`src/mtm_pkg.sv`:
```
// Shared types and constants for the memory-to-memory CPU core.
// Used by every module of the core; depends on nothing.
`default_nettype none
package mtm_pkg;

  localparam int WORD_BITS = 32;

  localparam logic [1:0] OP_WRITE = 2'd0;
  localparam logic [1:0] OP_READ  = 2'd1;
  localparam logic [1:0] OP_EXEC  = 2'd2;

  localparam logic [31:0] OPC_HALT  = 32'd0;
  localparam logic [31:0] OPC_ADD   = 32'd1;
  localparam logic [31:0] OPC_SUB   = 32'd2;
  localparam logic [31:0] OPC_MULT  = 32'd3;
  localparam logic [31:0] OPC_DIV   = 32'd4;
  localparam logic [31:0] OPC_COPY  = 32'd5;
  localparam logic [31:0] OPC_AND   = 32'd6;
  localparam logic [31:0] OPC_OR    = 32'd7;
  localparam logic [31:0] OPC_NOT   = 32'd8;
  localparam logic [31:0] OPC_SHL   = 32'd9;
  localparam logic [31:0] OPC_SAR   = 32'd10;
  localparam logic [31:0] OPC_LOAD  = 32'd11;
  localparam logic [31:0] OPC_STORE = 32'd12;
  localparam logic [31:0] OPC_BEQ   = 32'd13;
  localparam logic [31:0] OPC_BNE   = 32'd14;
  localparam logic [31:0] OPC_BLT   = 32'd15;
  localparam logic [31:0] OPC_CALL  = 32'd16;
  localparam logic [31:0] OPC_RET   = 32'd17;

  typedef struct packed {
    logic [1:0]         op;
    logic [13:0]        addr;
    logic signed [31:0] data;
  } in_word_t;

  typedef struct packed {
    logic signed [31:0] read_data;
    logic               halted;
    logic               fault;
    logic [13:0]        pc;
  } out_word_t;

  typedef struct packed {
    logic start;
    logic done;
  } div_ctl_t;

endpackage
`default_nettype wire

```
`src/mtm_div.sv`:
```
// Iterative signed 32-bit divider, one quotient bit per cycle.
// Depends on mtm_pkg for the control struct.
`default_nettype none
module mtm_div (
  input  wire logic              clk,
  input  wire logic              rst_n,
  input  wire logic              start,
  input  wire logic [31:0]       a,
  input  wire logic [31:0]       b,
  output mtm_pkg::div_ctl_t      ctl,
  output logic [31:0]            q
);
  import mtm_pkg::*;

  logic        run_r, done_r, neg_r, zero_r;
  logic [5:0]  cnt_r;
  logic [31:0] quo_r, dvs_r;
  logic [32:0] rem_r;
  logic [32:0] rem_sh;
  logic        ge;

  assign rem_sh = {rem_r[31:0], quo_r[31]};
  assign ge     = rem_sh >= {1'b0, dvs_r};

  always_ff @(posedge clk) begin
    if (!rst_n) begin
      run_r  <= 1'b0;
      done_r <= 1'b0;
      cnt_r  <= '0;
    end else begin
      done_r <= 1'b0;
      if (start) begin
        run_r <= 1'b1;
        cnt_r <= 6'd32;
      end else if (run_r) begin
        cnt_r <= cnt_r - 6'd1;
        if (cnt_r == 6'd1) begin
          run_r  <= 1'b0;
          done_r <= 1'b1;
        end
      end
    end
  end

  always_ff @(posedge clk) begin
    if (start) begin
      quo_r  <= a[31] ? (~a + 32'd1) : a;
      dvs_r  <= b[31] ? (~b + 32'd1) : b;
      neg_r  <= a[31] ^ b[31];
      zero_r <= (b == 32'd0);
      rem_r  <= '0;
    end else if (run_r) begin
      rem_r <= ge ? (rem_sh - {1'b0, dvs_r}) : rem_sh;
      quo_r <= {quo_r[30:0], ge};
    end
  end

  assign ctl.start = start;
  assign ctl.done  = done_r;
  assign q = zero_r ? 32'd0 : (neg_r ? (~quo_r + 32'd1) : quo_r);
endmodule
`default_nettype wire

```
`config.mk`:
```
export PLATFORM = sky130hd
export DESIGN_NAME = mtm_div
export DESIGN_NICKNAME = d
export VERILOG_FILES = /design/src/mtm_pkg.sv /design/src/mtm_div.sv
export SDC_FILE = /design/constraint.sdc
export NUM_CORES = 1
export LEC_CHECK = 0
export BUFFER_PORTS_ARGS = -buffer_cell sky130_fd_sc_hd__buf_2
export CORE_MARGIN = 1.5
export CORE_UTILIZATION = 50
export DETAILED_ROUTE_END_ITERATION = 7
export GPL_TIMING_DRIVEN = 0
export PLACE_DENSITY = 0.7
export SETUP_SLACK_MARGIN = 0.15
export SLEW_MARGIN = 20
export SYNTH_ARGS = -nofsm -noshare
export SYNTH_HDL_FRONTEND = slang
export SYNTH_SLANG_ARGS = --single-unit
export TNS_END_PERCENT = 10
```
`constraint.sdc`:
```
create_clock -name clk -period 7.5 [get_ports clk]
set_input_delay 0.75 -clock clk [delete_from_list [all_inputs] [get_ports clk]]
set_output_delay 0.75 -clock clk [all_outputs]
set_load 0.05 [all_outputs]
```
# [Word-level counts from Yosys, hierarchy flattened]
# Index checks and enable logic that the tools add are counted.
[op_classes] n_addsub=5 magnitude_cmp=1 n_eq_ne=1 muxes=13 bitwise=6 reduce_logical=4
[ops] operator="32-bit two-way mux" count=6
[ops] operator="32-bit by 1-bit adder with 32-bit output (second input constant)" count=3
[ops] operator="32-bit NOT" count=3
[ops] operator="33-bit by 32-bit >= comparator with 1-bit output" count=1
[ops] operator="32-bit logical NOT" count=1
[ops] operator="32-bit subtractor" count=1
[ops] operator="31-bit two-way mux" count=1
[ops] operator="6-bit two-way mux" count=2
[ops] operator="6-bit by 1-bit equality test with 1-bit output (second input constant)" count=1
[ops] operator="6-bit by 1-bit subtractor with 6-bit output (second input constant)" count=1
[ops] operator="1-bit two-way mux" count=4
[ops] operator="3-bit OR reduction" count=1
[ops] operator="1-bit NOT" count=2
[ops] operator="2-bit nonzero test" count=1
[ops] operator="2-bit OR reduction" count=1
[ops] operator="1-bit XOR" count=1
[word_totals] ff_bits=106 inputBits=67 output_inout_bits=34 wordCells=40

# [Logic depth before layout (Yosys ltp)]
[logic_depth] ltp_word=4 mapped_depth=14 depth_no_buf=12

# [Worst setup path before layout]
# OpenSTA, ideal clock, no wires.
[synth_path] kind="register to output" start="reg quo_r[12]" end="out q[25]" arrival_time_ns=3.242 required_time_ns=6.750 slack_ns=3.508 stages_incl_launch_ff=10 n_path_buf=0 cell_sequence="edfxtp_1 > or3_1 > or4_1 > nor3_1 > nand2_1 > or2_2 > or3_1 > o31ai_1 > xor2_1 > nor2_1"
[synth_between] elab_chain_cells=4
[synth_lines] element="start: declaration" line="mtm_div.sv:17" source="logic [31:0] quo_r, dvs_r;"
[synth_lines] element="start signal: assignment" line="mtm_div.sv:47" source="quo_r <= a[31] ? (~a + 32'd1) : a;"
[synth_lines] element="start signal: assignment" line="mtm_div.sv:54" source="quo_r <= {quo_r[30:0], ge};"
[synth_lines] element="32-bit NOT" line="mtm_div.sv:60" source="assign q = zero_r ? 32'd0 : (neg_r ? (~quo_r + 32'd1) : quo_r);"
[synth_lines] element="32-bit by 1-bit adder with 32-bit output" line="mtm_div.sv:60"
[synth_lines] element="32-bit two-way mux (2 in a row)" line="mtm_div.sv:60"
[synth_lines] element="end: declaration" line="mtm_div.sv:11" source="output logic [31:0] q"
# No other way between the ends.

# [Final worst setup path]
[layout_path] start="reg quo_r[12]" end="out q[31]"
# The elaborated chain is that of the path after synthesis.

==> impl_metrics.json <==
{
  "dp_cells": 1248,
  "synth-async-reset-ratio_pct": 0,
  "antenna_found_initial": 0,
  "max_freq_ghz": 0.214,
  "setup_tns_ns": 0,
  "synth.distinct_cells": 56,
  "clkPwrFrac_pct": 25.7,
  "r2r_end": "rem_r[4]$_SDFFE_PP0P_",
  "crit_slowest_cell": "or4_1",
  "worstReg2RegStart": "dvs_r[11]$_DFFE_PP_",
  "cts_sinks": 106,
  "drc_errors": 0,
  "cts.clk_slew.worst_paths_ns": 0.08,
  "cts.htree.levels": 3,
  "grt_pass1_wl_um": 33600,
  "dieArea_mm2": 0.0164,
  "yosys_most_used_dff": "edfxtp_1",
  "worstSetupPathType": "reg2out",
  "root_buffer": "clkbuf_16",
  "dpl.hpwl_um": 15800,
  "hold_end": "cnt_r[0]$_SDFFE_PP0P_",
  "grt_pass1_vias": 6561,
  "grt.total_usage_pct": 26.3,
  "p_sw_share_pct": 38.5,
  "clk_path_buf_depth": 2,
  "hold_buffers": 0,
  "avgViaCountPerCell": 5.61,
  "status": "complete, no violations",
  "pre_cts_slack_ns": 3.26,
  "worstSetupStartpointType": "register",
  "power_frac_comb_pct": 35.0,
  "cp_data_arrival_time_ns": 3.92,
  "maxSlewViolCount": 0,
  "rsz0062_at_grt": "no",
  "fp.dieH_um": 128,
  "syn_nets": 1042,
  "io_pins": 101,
  "setup_viol_count_final": 0,
  "dr.first_iter.drc_count": 654,
  "grt_start_max_net_pins": 37,
  "rows": 45,
  "cts_setup_buffers": 0,
  "dpl-instance-area_mm2": 0.00860,
  "holdCritPathClass": "reg2reg",
  "synth-seq-cells": 106,
  "slowest_delay_ns": 0.47,
  "rrSetupSlack_ns": 3.32,
  "ctsResizeCount": 0,
  "drtPass1Iterations": 5,
  "fin_cells": 1264,
  "num-nets-final": 1153,
  "setup_ws_ns": 2.83,
  "finalInstanceArea_mm2": 0.00890,
  "fin_crit_sh_pct": 62.3,
  "p_leak_uw": 0.00358,
  "wl_per_cell_um": 16.6,
  "worst_slew_pin_slew_ns": 0.761,
  "pwr-share-seq_pct": 39.3,
  "vias": 7092,
  "p_int_uw": 1150,
  "yosysWarnings": 0,
  "cp_data_required_time_ns": 6.75,
  "insertion_delay_ns": 0.37,
  "end_kind": "output port",
  "totalWireLength_um": 21000,
  "cp_cell_sequence": "or3_1 -> or4_1 -> nor3_1 -> nand2_1 -> or2_2 -> or3_1 -> o31ai_1 -> xnor2_1 -> nor2_1 -> buf_2",
  "die_w_um": 128,
  "fill_cells": 1424,
  "cpMostUsedCell": "or3_1",
  "place_congestion": 0.951,
  "cap_violations": 0,
  "seq_area_frac_synth_pct": 35.5,
  "r2r_cells": 12,
  "synth_edf_count": 66,
  "initial_core_util_pct": 51.4,
  "area_growth_pct": 13.6,
  "numCtsBuffers": 9,
  "avgSynthCellArea_um2": 8.36,
  "fin_skew_ns": 0.00827,
  "fin_crit_ns": 4.67,
  "overflow": 0,
  "switchingPower_uw": 721,
  "synth_area_mm2": 0.00784,
  "cp-startpoint": "quo_r[12]$_DFFE_PP_",
  "power_density_mw_per_mm2": 210,
  "cts_tree": "done",
  "irDropWorstVdd_mv": 0.116,
  "min_path_cells": 2,
  "critPathMaxFanout": 5,
  "syn_inst": 937,
  "relSlewSlack_pct": 49.1,
  "io_buffers": 100,
  "worstHoldStart": "cnt_r[0]$_SDFFE_PP0P_",
  "final_antenna_net_count": 0,
  "hold_viol": 0,
  "drive_gt1_share_pct": 12.9,
  "critPathBufInv": 1,
  "n_antenna_cell": 0,
  "core_mm2": 0.0153,
  "critPathTopFamily": "simple AND/OR/NAND/NOR gates"
}
[tightest hold or removal path: stages (launching register included)]
cell and delay (ns):
dfxtp_1 0.33, nand2_1 0.06, a21oi_1 0.06
[area by class of cell]
type	count	area (µm²)	share of cell area, %
clock inverter	7	71.3	0.801
clock buffer	9	225	2.53
buffer	49	191	2.15
sequential	106	2780	31.3
inverter	52	195	2.19
tap	211	264	2.97
multi-input combinational	730	4670	52.5
timing repair buffer	100	500	5.62
[power groups by stage]
stage	clock network (µW)	logic, µW	registers [µW]
6_report	480	655	736
5_1_grt	510	719	745
4_1_cts	491	648	735
3_5_place_dp	0	644	748
3_3_place_gp	0	642	747
2_1_floorplan	0	482	734
[per-layer routing]
metal	part of all wire, %	track usage [%]	vias up
met3	6.7	4.63	32
met5	0	0	-
li1	-	-	3576
met1	48	38.2	3262
met4	2.0	8.20	0
met2	43	39.7	222
[cell families (layout without fill, tap and decap cells)]
group / count (synthesis) / in the layout / synth area share, %
adders and majority gates: 38 / 38 / 6.16
buffers and inverters: 101 / 217 / 4.93
muxes: 6 / 6 / 0.798
DFF: 106 / 106 / 35.5
xor gates and xnor gates: 118 / 118 / 13.2
and+or+nand+nor: 312 / 312 / 18.4
AOI/OAI and AO/OA: 256 / 256 / 21.0
[per-stage QoR]
stage / total power, µW / hold slack [ns] / utilization (%)
global placement: 1390 / 0.471 / 56.4
floorplan: 1220 / 0.454 / -
finish: 1870 / 0.489 / 58.3
global route: 1970 / 0.522 / 58.3
CTS: 1870 / 0.488 / 58.3
detailed placement: 1390 / 0.478 / 56.4
[cell usage after synthesis (all sizes together), types with 2 or more instances]
master,number,share of area (%)
or2,3,0.24
nand2b,7,0.56
nor2,116,5.6
a41oi,3,0.34
a21oi,81,5.2
o211ai,5,0.48
a221oi,2,0.22
and3,3,0.24
mux2,2,0.29
dfxtp,40,10
edfxtp,66,25
xor2,64,7.2
buf,5,0.34
and2,3,0.24
nor2b,6,0.48
o31ai,27,2.8
nand3b,2,0.19
clkbuf,44,2.1
mux2i,4,0.51
a21boi,4,0.38
nor4,9,0.72
nand2,98,4.7
nand3,10,0.64
o211a,2,0.26
a311oi,15,1.7
nor3,15,0.96
nand4,8,0.64
o21bai,7,0.67
o21a,6,0.57
or4,11,1.2
a21o,9,0.86
inv,51,2.4
ha,37,5.9
a31oi,5,0.40
xnor2,54,6.0
o41ai,13,1.5
a211oi,15,1.4
o21ai,56,3.6
or3,20,1.9
[registers in the layout, summed over array words and instances (netlist names)]
signal	count
dvs_r	32
quo_r	32
rem_r	32
cnt_r	6
done_r	1
neg_r	1
run_r	1
zero_r	1
[how the worst max path moves through the flow]
stage | cells after the start | slack [ns] | endpoint
6_report | 10 | 2.83 | q[31]
5_1_grt | 10 | 2.68 | q[31]
4_1_cts | 10 | 2.86 | q[31]
3_5_place_dp | 10 | 3.26 | q[31]
3_3_place_gp | 10 | 3.29 | q[31]
2_1_floorplan | 9 | 3.51 | q[25]
[cell usage in the layout, fill, tap and decap left out, types with 4 or more instances in the layout]
master     synthesis  routed
a211oi_1          15      15
a21boi_0           4       4
a21o_1             9       9
a21oi_1           81      81
a311oi_1          15      15
a31oi_1            5       5
buf_2              0     100
clkbuf_1          44      44
clkbuf_16          0       9
dfxtp_1           40      40
edfxtp_1          66      66
ha_1              37      37
inv_1             50      50
mux2i_1            4       4
nand2_1           97      96
nand2b_1           7       7
nand3_1           10      10
nand4_1            8       8
nor2_1           116     116
nor2b_1            6       6
nor3_1            15      15
nor4_1             9       9
o211ai_1           5       5
o21a_1             6       6
o21ai_0           55      55
o21bai_1           7       7
o31ai_1           26      26
o41ai_1           12      12
or3_1             15      15
or3_4              5       5
or4_1              8       8
xnor2_1           54      54
xor2_1            64      64
(Power assumes the default switching activity.)
